$ cat src/hdl/pwmps_pkg.sv
`timescale 1ns / 1ps
// ----------------------------------------------------------------------------
// pwmps_pkg
// Shared constants, types and the prescaler rate table for the PWM prescaler,
// period and duty selection block.
// ----------------------------------------------------------------------------
package pwmps_pkg;

  // widths of the tick conversion datapath
  localparam int unsigned RATE_W  = 25;  // largest tick rate is 24 MHz
  localparam int unsigned NS_W    = 32;
  localparam int unsigned PROD_W  = RATE_W + NS_W;
  localparam int unsigned COUNT_W = 17;
  localparam int unsigned DUTY_W  = 16;
  localparam int unsigned CODE_W  = 4;

  localparam logic [29:0] NS_PER_S = 30'd1000000000;
  // floor(2^56 / 1e9), reciprocal used for the quotient estimate
  localparam logic [26:0] RECIP_M = 27'd72057594;

  localparam int unsigned PERIOD_MAX_DEF = 65535;
  localparam logic [DUTY_W-1:0] DUTY_LIMIT = 16'hFFFF;

  // register stages inside one tick converter
  localparam int unsigned TICKS_LAT = 4;

  // codes with a nonzero divisor, in ascending order so lower codes win ties
  localparam int unsigned NUM_CELLS = 11;
  localparam logic [CODE_W-1:0] CELL_CODE [NUM_CELLS] = '{
    4'd0, 4'd1, 4'd2, 4'd3, 4'd4, 4'd8, 4'd9, 4'd10, 4'd11, 4'd12, 4'd15
  };

  // running best candidate handed from cell to cell
  typedef struct packed {
    logic [NS_W-1:0]    req_period;
    logic [NS_W-1:0]    duty_ns;
    logic [COUNT_W-1:0] lead_count;
    logic [CODE_W-1:0]  best_code;
  } item_t;

  // tick rate of a code: 24 MHz divided by the code's divisor, truncated
  function automatic logic [RATE_W-1:0] rate_of(input logic [CODE_W-1:0] code);
    logic [RATE_W-1:0] r;
    r = '0;
    case (code)
      4'd0:    r = 25'd200000;    // divide by 120
      4'd1:    r = 25'd133333;    // divide by 180
      4'd2:    r = 25'd100000;    // divide by 240
      4'd3:    r = 25'd66666;     // divide by 360
      4'd4:    r = 25'd50000;     // divide by 480
      4'd8:    r = 25'd2000;      // divide by 12000
      4'd9:    r = 25'd1000;      // divide by 24000
      4'd10:   r = 25'd666;       // divide by 36000
      4'd11:   r = 25'd500;       // divide by 48000
      4'd12:   r = 25'd333;       // divide by 72000
      4'd15:   r = 25'd24000000;  // divide by 1
      default: r = '0;
    endcase
    return r;
  endfunction

endpackage

$ cat src/hdl/pwmps_ticks.sv
`timescale 1ns / 1ps
// ----------------------------------------------------------------------------
// pwmps_ticks
// Pipelined conversion floor(rate * ns / 1e9) with range flags, four stages.
// ----------------------------------------------------------------------------
module pwmps_ticks #(
  parameter int unsigned HI_LIMIT = pwmps_pkg::PERIOD_MAX_DEF + 2
) (
  input  logic                              clk_i,
  input  logic                              en_i,
  input  logic [pwmps_pkg::RATE_W-1:0]      rate_i,
  input  logic [pwmps_pkg::NS_W-1:0]        ns_i,
  output logic [pwmps_pkg::COUNT_W-1:0]     q_o,
  output logic                              ge_one_o,
  output logic                              ge_hi_o
);
  import pwmps_pkg::*;

  // product bound at which the quotient reaches HI_LIMIT
  localparam logic [PROD_W-1:0] HiBound = PROD_W'(HI_LIMIT) * PROD_W'(NS_PER_S);

  logic [PROD_W-1:0]  x1_q, x2_q, x3_q;
  logic [COUNT_W-1:0] qe2_q, qe3_q, q4_q;
  logic [46:0]        p3_q;
  logic               one2_q, one3_q, one4_q;
  logic               hi2_q, hi3_q, hi4_q;
  logic [58:0]        qe_prod;
  logic               incr;

  // estimate from the top bits, at most one below the true quotient
  assign qe_prod = 59'(x1_q[55:24]) * 59'(RECIP_M);
  assign incr    = x3_q >= (PROD_W'(p3_q) + PROD_W'(NS_PER_S));

  always_ff @(posedge clk_i) begin
    if (en_i) begin
      x1_q   <= PROD_W'(rate_i) * PROD_W'(ns_i);

      x2_q   <= x1_q;
      qe2_q  <= qe_prod[48:32];
      one2_q <= x1_q >= PROD_W'(NS_PER_S);
      hi2_q  <= x1_q >= HiBound;

      x3_q   <= x2_q;
      qe3_q  <= qe2_q;
      p3_q   <= 47'(qe2_q) * 47'(NS_PER_S);
      one3_q <= one2_q;
      hi3_q  <= hi2_q;

      q4_q   <= qe3_q + COUNT_W'(incr);
      one4_q <= one3_q;
      hi4_q  <= hi3_q;
    end
  end

  assign q_o      = q4_q;
  assign ge_one_o = one4_q;
  assign ge_hi_o  = hi4_q;

endmodule

$ cat src/hdl/pwmps_cell.sv
`timescale 1ns / 1ps
// ----------------------------------------------------------------------------
// pwmps_cell
// One prescaler candidate: converts the period at its rate and keeps the
// running best when its period is in range and strictly larger.
// ----------------------------------------------------------------------------
module pwmps_cell #(
  parameter logic [3:0]  CODE       = 4'd0,
  parameter int unsigned PERIOD_MAX = pwmps_pkg::PERIOD_MAX_DEF
) (
  input  logic             clk_i,
  input  logic             rst_ni,
  input  logic             en_i,
  input  logic             valid_i,
  input  pwmps_pkg::item_t item_i,
  output logic             valid_o,
  output pwmps_pkg::item_t item_o
);
  import pwmps_pkg::*;

  logic [COUNT_W-1:0]   q;
  logic                 ge_one, ge_hi;
  logic                 take;
  item_t                dly_q [TICKS_LAT];
  logic [TICKS_LAT-1:0] vld_q;
  item_t                item_d, item_q;
  logic                 valid_q;

  pwmps_ticks #(
    .HI_LIMIT (PERIOD_MAX + 2)
  ) u_ticks (
    .clk_i    (clk_i),
    .en_i     (en_i),
    .rate_i   (rate_of(CODE)),
    .ns_i     (item_i.req_period),
    .q_o      (q),
    .ge_one_o (ge_one),
    .ge_hi_o  (ge_hi)
  );

  // item rides alongside the converter
  always_ff @(posedge clk_i) begin
    if (en_i) begin
      dly_q[0] <= item_i;
      for (int i = 1; i < TICKS_LAT; i++) begin
        dly_q[i] <= dly_q[i-1];
      end
      item_q <= item_d;
    end
  end

  always_ff @(posedge clk_i or negedge rst_ni) begin
    if (!rst_ni) begin
      vld_q   <= '0;
      valid_q <= 1'b0;
    end else if (en_i) begin
      vld_q   <= {vld_q[TICKS_LAT-2:0], valid_i};
      valid_q <= vld_q[TICKS_LAT-1];
    end
  end

  assign take = ge_one && !ge_hi && (q > dly_q[TICKS_LAT-1].lead_count);

  always_comb begin
    item_d = dly_q[TICKS_LAT-1];
    if (take) begin
      item_d.lead_count = q;
      item_d.best_code  = CODE;
    end
  end

  assign valid_o = valid_q;
  assign item_o  = item_q;

endmodule

$ cat config.mk
export PLATFORM = sky130hd
export DESIGN_NAME = pwmps_cell
export DESIGN_NICKNAME = d
export VERILOG_FILES = /design/src/hdl/pwmps_pkg.sv /design/src/hdl/pwmps_ticks.sv /design/src/hdl/pwmps_cell.sv
export SDC_FILE = /design/constraint.sdc
export NUM_CORES = 2
export LEC_CHECK = 0
export BUFFER_PORTS_ARGS = -buffer_cell sky130_fd_sc_hd__buf_2
export CAP_MARGIN = 15
export CORE_MARGIN = 3
export CORE_UTILIZATION = 28
export CTS_BUF_LIST = sky130_fd_sc_hd__clkbuf_8
export DETAILED_ROUTE_END_ITERATION = 8
export PLACE_DENSITY = 0.43
export SETUP_SLACK_MARGIN = 0.4
export SYNTH_ARGS = -nofsm -noshare
export SYNTH_HDL_FRONTEND = slang
export SYNTH_SLANG_ARGS = --single-unit
$ cat constraint.sdc
create_clock -name clk_i -period 10.1 [get_ports clk_i]
set_input_delay 1.01 -clock clk_i [delete_from_list [all_inputs] [get_ports clk_i]]
set_output_delay 1.01 -clock clk_i [all_outputs]
set_load 0.01 [all_outputs]
==> impl_results.md <==
- Status: complete, no violations
- Worst setup path end: u_ticks.qe2_q[10]
- Clk root buf: clkbuf_8
- Crit path largest cell delay: 0.71 ns
- Core area: 163000 um2
- Area share of fa/ha/maj cells after synthesis: 38.6%
- Wirelength, routed: 109000 um
- Hold Crit Class: input pin to flip-flop
- Clock Sinks: 649
- Ys async rst share: 0.770%
- RSZ-0062 raised after global routing: no
- Filler instances: 16500
- Final Cycle Share: 71.7%
- Pin count of the biggest net entering global routing: 156
- Hold Fails Final Rpt: 0
- Slew Limit Fails: 0
- Synth Register Bits: 649
- Chip Width: 412 um
- Layout Nets: 5023
- Clock slew at reported path FFs: 0.06 ns
- Row count: 148
- Initial Utilization: 28.3%
- Final GP Congestion: 0.869
- GRT Total Usage: 13.0%
- Dominant synthesized flop cell: edfxtp_1
- Detail Route Antenna Nets: 0
- Crit path launch type: flip-flop
- Cells after DPL: 5848
- Worst R2R Path Depth: 23
- Port bufs: 174
- Post-synth EDFFs: 644
- Setup-failing EPs final: 0
- Synth Area in Simple Gates: 3.76%
- Finished Layout Cells: 6061
- CTS resizes: 0
- Post-synthesis xor/xnor area fraction: 2.87%
- Required time worst endpoint: 10.67 ns
- Vias: 25900
- Setup TNS: 0 ns
- Critical Path, Cell by Cell: inv_1, fa_1, fa_1, inv_1, ha_1, inv_1, fa_1, fa_1, inv_1, fa_1, inv_1, fa_1, inv_1, ha_1, and4_1, nand4_1, or4_1, o211ai_2, o2111ai_2, a41oi_2, a31oi_1, o21ai_1, xor2_1
- WL/cell: 18.0 um
- Critical R2R Capture: u_ticks.qe2_q[10]
- Die area: 170000 um2
- Minimum clock period: 7.24 ns
- Iter 0 DRT Violations: 1369
- CP startpoint: u_ticks.x1_q[39]
- DRC viols: 0
- Layout cell share with drive strength beyond 1: 9.48%
- Worst Tran Pin Value: 0.940 ns
- Die height: 412 um
- Grt ovf: 0
- Unique cell type count in the Yosys netlist: 75
- Synth Area per Inst: 13.2 um2
- Crit Path Category: flip-flop to flip-flop
- Yosys warns: 0
- Mux cell area share after synthesis: 0.537%
- Hpwl dp: 86800 um
- Largest family of logic cells by synthesized area: adder cells
- Synth Area in Compound Gates: 5.28%
- Critical path depth in cells: 23
- Crit path max-delay family: adder cells
- Worst path arrival time: 7.81 ns
- Synth Instances: 3506
- Pre-antenna DRT Iters: 5
- Cell area after synthesis: 46100 um2
- Global-route wire length before repair: 169000 um
- CTS tree: yes
- Sequential area share after synthesis: 42.2%
- Post-DR vias/cell: 4.27
- Reg2reg setup slack: 2.86 ns
- Skew-Pair Late Insertion Delay: 0.84 ns
- Vias in the first global route: 27800
- H-Tree Level Count: 3
- Achievable Freq: 0.138 GHz
- CTS max path bufs: 3
- Clock Skew: 0.0639 ns
- Max Cap Viol: 0
- Worst Setup End Kind: flip-flop
- Layout area overhead: 12.6%
- Cts bufs inserted: 113
- Worst R2R Start: u_ticks.x1_q[39]
- Slew headroom: 37.3%
- Crit path buf inv count: 6
- Net Count, Synth: 4740
- Ports: 175
- Worst-path maximum fanout: 11
- Initial antenna violation count: 5
- Slowest stage cell on the critical path: edfxtp_1
==> cell usage in the layout, fill, tap and decap left out, drive strengths merged, types with 83 or more instances in the layout <==
master	instances
a21oi	121
buf	187
clkbuf	116
edfxtp	644
fa	462
ha	683
inv	847
nand2	89
xnor2	83
==> timing repair <==
| action | CTS | global route |
|---|---|---|
| hold buffers | 1 | 0 |
| endpoints found under the hold margin | 5 | 0 |
| setup buffers | 0 | 0 |
==> area by class of cell <==
type                    instances  area [um2]  share of cell area [%]
diodes                          6        15.0                  0.0289
clock buffers                 116        1600                    3.07
clock inverters                90         582                    1.12
inverters                     799        3000                    5.78
multi-input cells            2038       23500                    45.3
flip-flops and latches        649       19500                    37.5
well taps                    2175        2720                    5.24
repair buffers                188        1010                    1.95
==> cells in the mapped netlist (3+ instances only) <==
cell / n / area (um2)
ha_1: 683 / 8550
o211ai_1: 4 / 30.0
nor2_1: 74 / 278
o21a_1: 19 / 143
or4_1: 3 / 22.5
fa_1: 462 / 9250
inv_1: 799 / 3000
o21bai_1: 11 / 82.6
nand2_1: 89 / 334
edfxtp_1: 644 / 19300
a41oi_1: 5 / 43.8
o21ai_1: 14 / 70.1
mux2_2: 22 / 248
a211oi_1: 13 / 97.6
o41ai_1: 3 / 26.3
nand4b_1: 7 / 61.3
o31ai_1: 4 / 30.0
nand4_1: 38 / 238
a2111oi_0: 3 / 26.3
nor3_1: 17 / 85.1
xor2_1: 68 / 596
a211o_1: 3 / 26.3
o211a_1: 3 / 30.0
or3_1: 8 / 50.1
and3_1: 23 / 144
o2111ai_1: 3 / 26.3
a21oi_1: 121 / 606
dfrtp_1: 5 / 125
nor2b_1: 11 / 68.8
and4_1: 3 / 26.3
o21ai_0: 51 / 255
a21o_1: 73 / 548
and2_1: 11 / 68.8
nand2b_1: 8 / 50.1
clkbuf_1: 12 / 45.0
a31o_2: 3 / 26.3
nor4_1: 4 / 25.0
xnor2_1: 83 / 727
a31oi_1: 12 / 75.1
nand3_1: 39 / 195
a221oi_1: 3 / 26.3
==> sequential cells by signal (all words and copies together) (netlist names) <==
signal and flops:
u_ticks.one3_q 1, u_ticks.ge_hi_o 1, valid_o 1, u_ticks.x1_q 44, u_ticks.x3_q 44, vld_q 4
u_ticks.ge_one_o 1, u_ticks.hi3_q 1, dly_q 334, u_ticks.q_o 17, u_ticks.one2_q 1, u_ticks.hi2_q 1
u_ticks.p3_q 36, u_ticks.x2_q 44, u_ticks.qe2_q 17, item_o 85, u_ticks.qe3_q 17
==> layer usage <==
| layer | part of all wire, % | track usage, % | up-vias |
|---|---|---|---|
| li1 | - | - | 12400 |
| met1 | 48 | 18.5 | 12900 |
| met2 | 46 | 20.7 | 416 |
| met3 | 4.1 | 2.45 | 122 |
| met4 | 1.7 | 2.73 | 0 |
| met5 | 0 | 0 | - |
==> kinds of logic after synthesis <==
group	Yosys count
mux	22
compound gates	375
buf+inv	819
simple gates	345
fa+ha+maj	1145
flops	649
xor+xnor	151
==> worst min path at each step <==
stage	from	end	cells after the start
final	item_i[11]	dly_q[0][11]	1
after global routing	item_i[4]	dly_q[0][4]	1
after floorplan	dly_q[0][0]	dly_q[1][0]	0
after CTS	item_i[11]	dly_q[0][11]	1
after global placement	dly_q[2][3]	dly_q[3][3]	0
after detailed placement	dly_q[0][19]	dly_q[1][19]	0
==> metrics by stage <==
| step | hold slack (ns) | cell area (um2) | util [%] | worst slack [ns] |
|---|---|---|---|---|
| 6_report | 0.354 | 51900 | 31.8 | 2.86 |
| 5_1_grt | 0.246 | 51900 | 31.8 | 2.51 |
| 4_1_cts | 0.223 | 51900 | 31.8 | 2.85 |
| 3_5_place_dp | 0.405 | 49700 | 30.5 | 2.81 |
| 3_3_place_gp | 0.401 | 49700 | 30.5 | 2.87 |
| 2_1_floorplan | 0.400 | 46100 | - | 3.47 |
Power is left out: the tool's default activity adds up to more than one toggle a clock period on the data nets, which glitch-free logic cannot reach.
