**src/hdl/pwmps_pkg.sv**
```systemverilog
`timescale 1ns / 1ps
// ----------------------------------------------------------------------------
// pwmps_pkg
// Shared constants, types and the prescaler rate table for the PWM prescaler,
// period and duty selection block.
// ----------------------------------------------------------------------------
package pwmps_pkg;

  // widths of the tick conversion datapath
  localparam int unsigned RATE_W  = 25;  // largest tick rate is 24 MHz
  localparam int unsigned NS_W    = 32;
  localparam int unsigned PROD_W  = RATE_W + NS_W;
  localparam int unsigned COUNT_W = 17;
  localparam int unsigned DUTY_W  = 16;
  localparam int unsigned CODE_W  = 4;

  localparam logic [29:0] NS_PER_S = 30'd1000000000;
  // floor(2^56 / 1e9), reciprocal used for the quotient estimate
  localparam logic [26:0] RECIP_M = 27'd72057594;

  localparam int unsigned PERIOD_MAX_DEF = 65535;
  localparam logic [DUTY_W-1:0] DUTY_LIMIT = 16'hFFFF;

  // register stages inside one tick converter
  localparam int unsigned TICKS_LAT = 4;

  // codes with a nonzero divisor, in ascending order so lower codes win ties
  localparam int unsigned NUM_CELLS = 11;
  localparam logic [CODE_W-1:0] CELL_CODE [NUM_CELLS] = '{
    4'd0, 4'd1, 4'd2, 4'd3, 4'd4, 4'd8, 4'd9, 4'd10, 4'd11, 4'd12, 4'd15
  };

  // running best candidate handed from cell to cell
  typedef struct packed {
    logic [NS_W-1:0]    req_period;
    logic [NS_W-1:0]    duty_ns;
    logic [COUNT_W-1:0] lead_count;
    logic [CODE_W-1:0]  best_code;
  } item_t;

  // tick rate of a code: 24 MHz divided by the code's divisor, truncated
  function automatic logic [RATE_W-1:0] rate_of(input logic [CODE_W-1:0] code);
    logic [RATE_W-1:0] r;
    r = '0;
    case (code)
      4'd0:    r = 25'd200000;    // divide by 120
      4'd1:    r = 25'd133333;    // divide by 180
      4'd2:    r = 25'd100000;    // divide by 240
      4'd3:    r = 25'd66666;     // divide by 360
      4'd4:    r = 25'd50000;     // divide by 480
      4'd8:    r = 25'd2000;      // divide by 12000
      4'd9:    r = 25'd1000;      // divide by 24000
      4'd10:   r = 25'd666;       // divide by 36000
      4'd11:   r = 25'd500;       // divide by 48000
      4'd12:   r = 25'd333;       // divide by 72000
      4'd15:   r = 25'd24000000;  // divide by 1
      default: r = '0;
    endcase
    return r;
  endfunction

endpackage

```
**src/hdl/pwmps_ticks.sv**
```systemverilog
`timescale 1ns / 1ps
// ----------------------------------------------------------------------------
// pwmps_ticks
// Pipelined conversion floor(rate * ns / 1e9) with range flags, four stages.
// ----------------------------------------------------------------------------
module pwmps_ticks #(
  parameter int unsigned HI_LIMIT = pwmps_pkg::PERIOD_MAX_DEF + 2
) (
  input  logic                              clk_i,
  input  logic                              en_i,
  input  logic [pwmps_pkg::RATE_W-1:0]      rate_i,
  input  logic [pwmps_pkg::NS_W-1:0]        ns_i,
  output logic [pwmps_pkg::COUNT_W-1:0]     q_o,
  output logic                              ge_one_o,
  output logic                              ge_hi_o
);
  import pwmps_pkg::*;

  // product bound at which the quotient reaches HI_LIMIT
  localparam logic [PROD_W-1:0] HiBound = PROD_W'(HI_LIMIT) * PROD_W'(NS_PER_S);

  logic [PROD_W-1:0]  x1_q, x2_q, x3_q;
  logic [COUNT_W-1:0] qe2_q, qe3_q, q4_q;
  logic [46:0]        p3_q;
  logic               one2_q, one3_q, one4_q;
  logic               hi2_q, hi3_q, hi4_q;
  logic [58:0]        qe_prod;
  logic               incr;

  // estimate from the top bits, at most one below the true quotient
  assign qe_prod = 59'(x1_q[55:24]) * 59'(RECIP_M);
  assign incr    = x3_q >= (PROD_W'(p3_q) + PROD_W'(NS_PER_S));

  always_ff @(posedge clk_i) begin
    if (en_i) begin
      x1_q   <= PROD_W'(rate_i) * PROD_W'(ns_i);

      x2_q   <= x1_q;
      qe2_q  <= qe_prod[48:32];
      one2_q <= x1_q >= PROD_W'(NS_PER_S);
      hi2_q  <= x1_q >= HiBound;

      x3_q   <= x2_q;
      qe3_q  <= qe2_q;
      p3_q   <= 47'(qe2_q) * 47'(NS_PER_S);
      one3_q <= one2_q;
      hi3_q  <= hi2_q;

      q4_q   <= qe3_q + COUNT_W'(incr);
      one4_q <= one3_q;
      hi4_q  <= hi3_q;
    end
  end

  assign q_o      = q4_q;
  assign ge_one_o = one4_q;
  assign ge_hi_o  = hi4_q;

endmodule

```
**config.mk**
```make
export PLATFORM = sky130hd
export DESIGN_NAME = pwmps_ticks
export DESIGN_NICKNAME = d
export VERILOG_FILES = /design/src/hdl/pwmps_pkg.sv /design/src/hdl/pwmps_ticks.sv
export SDC_FILE = /design/constraint.sdc
export NUM_CORES = 2
export LEC_CHECK = 0
export CORE_MARGIN = 2
export CORE_UTILIZATION = 50
export DETAILED_ROUTE_END_ITERATION = 10
export DONT_BUFFER_PORTS = 1
export PLACE_DENSITY = 0.73
export SYNTH_ARGS = -nofsm -noshare
export SYNTH_HDL_FRONTEND = slang
export SYNTH_SLANG_ARGS = --single-unit
```
**constraint.sdc**
```tcl
create_clock -name clk_i -period 8.75 [get_ports clk_i]
set_clock_uncertainty 0.05 [all_clocks]
set_input_delay 0.4375 -clock clk_i [delete_from_list [all_inputs] [get_ports clk_i]]
set_output_delay 0.4375 -clock clk_i [all_outputs]
set_load 0.02 [all_outputs]
```
==> summary.md <==
| Metric | Value |
|---|---|
| Run status | `finished, final reports clean` |
| Total count of hold-check failures in the final report | `0` |
| Number of instances on the worst hold path | `1` |
| Violation count after the first detailed-route iteration | `2294` |
| Post-route worst setup slack | `1635 ps` |
| Arrival time of data at the critical path endpoint | `7380 ps` |
| Placer Congestion | `0.9709` |
| Startpoint of the worst setup timing path | `x1_q[43]$_DFFE_PP_` |
| Full die area | `approximately 110000 µm²` |
| Unrepaired setup endpoints after global routing | `false` |
| Clock tree buffer depth | `3` |
| Number of distinct standard cells referenced by the synthesized netlist | `a little under 70` |
| Wire length of the first global-routing pass | `217900 µm` |
| Setup-violating endpoint count in the final report | `0` |
| Post-CTS setup-driven buffer insertion count | `0` |
| Overall Global Routing Usage | `0.2529` |
| CTS-repair resized insts | `0` |
| Largest area contributor in the netlist | `sky130_fd_sc_hd__fa_1` |
| Via count of the routed design | `35700` |
| Worst hold path startpoint | `ns_i[0]` |
| Maximum number of pins on one net before global-route repair | `around 260` |
| Share of flip-flops with an asynchronous set or reset | `0` |
| Shortest period the worst path allows | `7115 ps` |
| IO Pins | `78` |
| Fraction of the yosys area taken by sequential cells | `0.1461` |
| Levels on crit path | `22` |
| Share of final-layout standard cells stronger than drive strength 1 | `0.01499` |
| Post-synthesis register bit count | `approximately 260` |
| Site row count | `120` |
| Clock latency on the worst-skew pair | `between 500 and 600 ps` |
| Average size of a mapped cell | `10.24 µm²` |
| Clock-pin slew reported for the worst setup and hold paths after clock tree synthesis | `roughly 60 ps` |
| Worst path top cell family by delay | `adder cells` |
| Crit path cell chain | `fa_1, fa_1, ha_1, inv_1, fa_1, inv_1, fa_1, inv_1, fa_1, inv_1, fa_1, ha_1, a21oi_1, o21ai_0, a21oi_1, a2bb2oi_1, o22ai_1, nor2_1, a311oi_1, and2_1, o21a_1, o31a_1` |
| Top fanout value on the critical path | `11` |
| Root Buffer | `sky130_fd_sc_hd__clkbuf_16` |
| Post-synthesis net count | `7156` |
| Number of nets in the layout | `7046` |
| WP data required | `around 9000 ps` |
| Area contributors post-synth | `sky130_fd_sc_hd__fa_1, sky130_fd_sc_hd__ha_1, sky130_fd_sc_hd__edfxtp_1, sky130_fd_sc_hd__inv_1, sky130_fd_sc_hd__and2_1` |
| Worst Setup Slack post-DPL | `1276 ps` |
| Worst relative slew slack | `0.2230` |
| CTS sink count | `264` |
| Cell area after synthesis | `about 54000 µm²` |
| Length in cells of the worst reg-to-reg path | `22` |
| Most Frequent Cell on Critical Path | `sky130_fd_sc_hd__fa_1` |
| Period utilization | `0.8132` |
| Count of warnings emitted by yosys | `0` |
| # DRC | `0` |
| Max-slew violations | `0` |
| Fraction of post-synthesis cell area in the top cell type by area | `0.4052` |
| DR vias/cell | `between 5 and 6` |
| Die Y-Extent | `333.4 µm` |
| Post-Synthesis Cells | `~5300` |
| Starting utilization of the core area | `0.5053` |
| Crit path largest cell delay | `between 900 and 1000 ps` |
| Number of H-tree levels | `1` |
| Launching element type of the critical path | `flop` |
| Count of antenna-violating nets left after detailed routing | `0` |
| Via count of the first global-routing pass | `39550` |
| Width of the die | `333.4 µm` |
| Maximum Capacitance Violations | `0` |
| Crit path buf inv count | `4` |
| Drt total wl | `134800 µm` |
| Routed length per instance | `20.39 µm` |
| Leftover overflow at the end of global routing | `0` |
| Worst setup path class | `flop to flop` |
| # port buffers | `0` |
| Slowest stage cell, crit path | `sky130_fd_sc_hd__edfxtp_1` |
| Inserted Clock Buffers | `28` |
| Min-delay worst type | `primary input to flop` |
| Post-synth EDFFs | `about 260` |
| Estimated wirelength of the detail-placed design | `107700 µm` |
| Most common flop cell mapped by yosys | `sky130_fd_sc_hd__edfxtp_1` |
| Syn-to-layout area delta | `4.067%` |
| Element type at the critical path end | `flop` |
| Fmax | `0.1405 GHz` |
| Clock tree from TritonCTS | `done` |
| Reg-to-reg endpoint | `qe2_q[15]$_DFFE_PP_` |
| Fin Setup TNS | `0 ps` |
| Pre-antenna DRT Iters | `7` |
| Core area | `107400 µm²` |
| Worst setup slack for register-to-register paths | `1630 ps` |
| Actual slew at the worst max-slew pin | `~1200 ps` |
| Worst flop-to-flop path startpoint | `x1_q[43]$_DFFE_PP_` |
| Initial antenna violation count | `6` |
| Capture endpoint of the worst hold path | `x1_q[0]$_DFFE_PP_` |
==> metal layers <==
layer,global-route usage,vias to the layer above,share of wire
met4,0.1003,4,0.046
met2,0.4146,1328,0.47
met5,0,-,0.00020
met1,0.3343,18190,0.41
met3,0.04535,293,0.080
li1,-,15890,-
==> kinds of logic (layout without fill, tap and decap cells) <==
logic type,count (synthesis),after routing,share of synthesized area
adders and majority gates,1802,1802,0.5676
buffers and inverters,1518,1428,0.1052
and+or+nand+nor,1157,1157,0.1079
AOI/OAI and AO/OA,396,396,0.04768
DFF,264,264,0.1461
xor gates and xnor gates,158,158,0.02551
other,0,1,0
==> layout by cell type (no fill, tap or decap), types with 4 or more instances in the layout <==
cell	n
sky130_fd_sc_hd__inv_1	1360
sky130_fd_sc_hd__fa_1	1098
sky130_fd_sc_hd__ha_1	704
sky130_fd_sc_hd__nand2_1	472
sky130_fd_sc_hd__and2_1	427
sky130_fd_sc_hd__edfxtp_1	264
sky130_fd_sc_hd__a21oi_1	118
sky130_fd_sc_hd__xnor2_1	108
sky130_fd_sc_hd__nor2_1	84
sky130_fd_sc_hd__a21o_1	67
sky130_fd_sc_hd__o21ai_0	63
sky130_fd_sc_hd__xor2_1	50
sky130_fd_sc_hd__nand4_1	37
sky130_fd_sc_hd__nand3_1	34
sky130_fd_sc_hd__o21a_1	30
sky130_fd_sc_hd__clkbuf_16	28
sky130_fd_sc_hd__and3_1	19
sky130_fd_sc_hd__nor2b_1	18
sky130_fd_sc_hd__buf_4	17
sky130_fd_sc_hd__a31oi_1	16
sky130_fd_sc_hd__nor3_1	15
sky130_fd_sc_hd__o21ai_1	13
sky130_fd_sc_hd__a211oi_1	13
sky130_fd_sc_hd__o21bai_1	12
sky130_fd_sc_hd__nand2b_1	11
sky130_fd_sc_hd__o211ai_1	10
sky130_fd_sc_hd__nor4_1	9
sky130_fd_sc_hd__and4_1	8
sky130_fd_sc_hd__a221oi_1	6
sky130_fd_sc_hd__nand4b_1	5
sky130_fd_sc_hd__clkbuf_1	5
sky130_fd_sc_hd__or3_1	4
sky130_fd_sc_hd__o31a_1	4
sky130_fd_sc_hd__a21boi_0	4
sky130_fd_sc_hd__clkinv_1	4
==> flip-flops by register name (all words and copies together) (netlist names) <==
register	cells
ge_hi_o	1
ge_one_o	1
hi2_q	1
hi3_q	1
one2_q	1
one3_q	1
p3_q	36
q_o	17
qe2_q	17
qe3_q	17
x1_q	57
x2_q	57
x3_q	57
==> synthesized netlist by cell type (all sizes together) (37+ instances only) <==
cell type and instances:
and2 427, nand4 37, xor2 50, edfxtp 264, a21oi 118, a21o 67, clkbuf 154, ha 704
inv 1360, xnor2 108, nand2 472, fa 1098, o21ai 77, nor2 84
==> area by class of cell <==
class | count | area (µm²)
Antenna cell | 1 | 2.502
Multi-Input combinational cell | 3513 | 40610
Clock buffer | 33 | 719.4
Inverter | 1360 | 5105
Timing Repair Buffer | 18 | 137.6
Fill cell | 9417 | 50900
Tap cell | 1403 | 1755
Sequential cell | 264 | 7928
Clock inverter | 17 | 190.2
==> through the flow <==
step	instance area, µm²	std cells	util	hold slack, ps
after detailed placement	55530	6557	0.5172	354.5
final	56450	6609	0.5258	70.29
after floorplan	54240	5295	-	350.3
after global placement	55530	6557	0.5172	351.0
after global routing	56450	6609	0.5258	7.821
after CTS	56450	6608	0.5258	10.51
==> worst max-delay path by stage <==
| stage | end |
|---|---|
| floorplan | x1_q[50]$_DFFE_PP_ |
| global placement | x1_q[56]$_DFFE_PP_ |
| detailed placement | x1_q[56]$_DFFE_PP_ |
| CTS | qe2_q[15]$_DFFE_PP_ |
| global route | q_o[16]$_DFFE_PP_ |
| finish | qe2_q[15]$_DFFE_PP_ |
==> timing repair <==
action,4_1_cts,5_1_grt
setup endpoints to repair,0,0
hold endpoints to repair,5,0
hold buffers,1,0
==> worst register-to-register path, cell delays in order (launching register included) <==
cell and delay [ps]:
sky130_fd_sc_hd__edfxtp_1 910, sky130_fd_sc_hd__fa_1 600, sky130_fd_sc_hd__fa_1 460, sky130_fd_sc_hd__ha_1 290, sky130_fd_sc_hd__inv_1 50, sky130_fd_sc_hd__fa_1 490
sky130_fd_sc_hd__inv_1 50, sky130_fd_sc_hd__fa_1 520, sky130_fd_sc_hd__inv_1 50, sky130_fd_sc_hd__fa_1 470, sky130_fd_sc_hd__inv_1 50, sky130_fd_sc_hd__fa_1 450
sky130_fd_sc_hd__ha_1 320, sky130_fd_sc_hd__a21oi_1 120, sky130_fd_sc_hd__o21ai_0 140, sky130_fd_sc_hd__a21oi_1 200, sky130_fd_sc_hd__a2bb2oi_1 540, sky130_fd_sc_hd__o22ai_1 140
sky130_fd_sc_hd__nor2_1 170, sky130_fd_sc_hd__a311oi_1 120, sky130_fd_sc_hd__and2_1 230, sky130_fd_sc_hd__o21a_1 200, sky130_fd_sc_hd__o31a_1 240
Power is not shown: default switching activity piles up to over one toggle a cycle in this logic, so the estimate is an artifact.
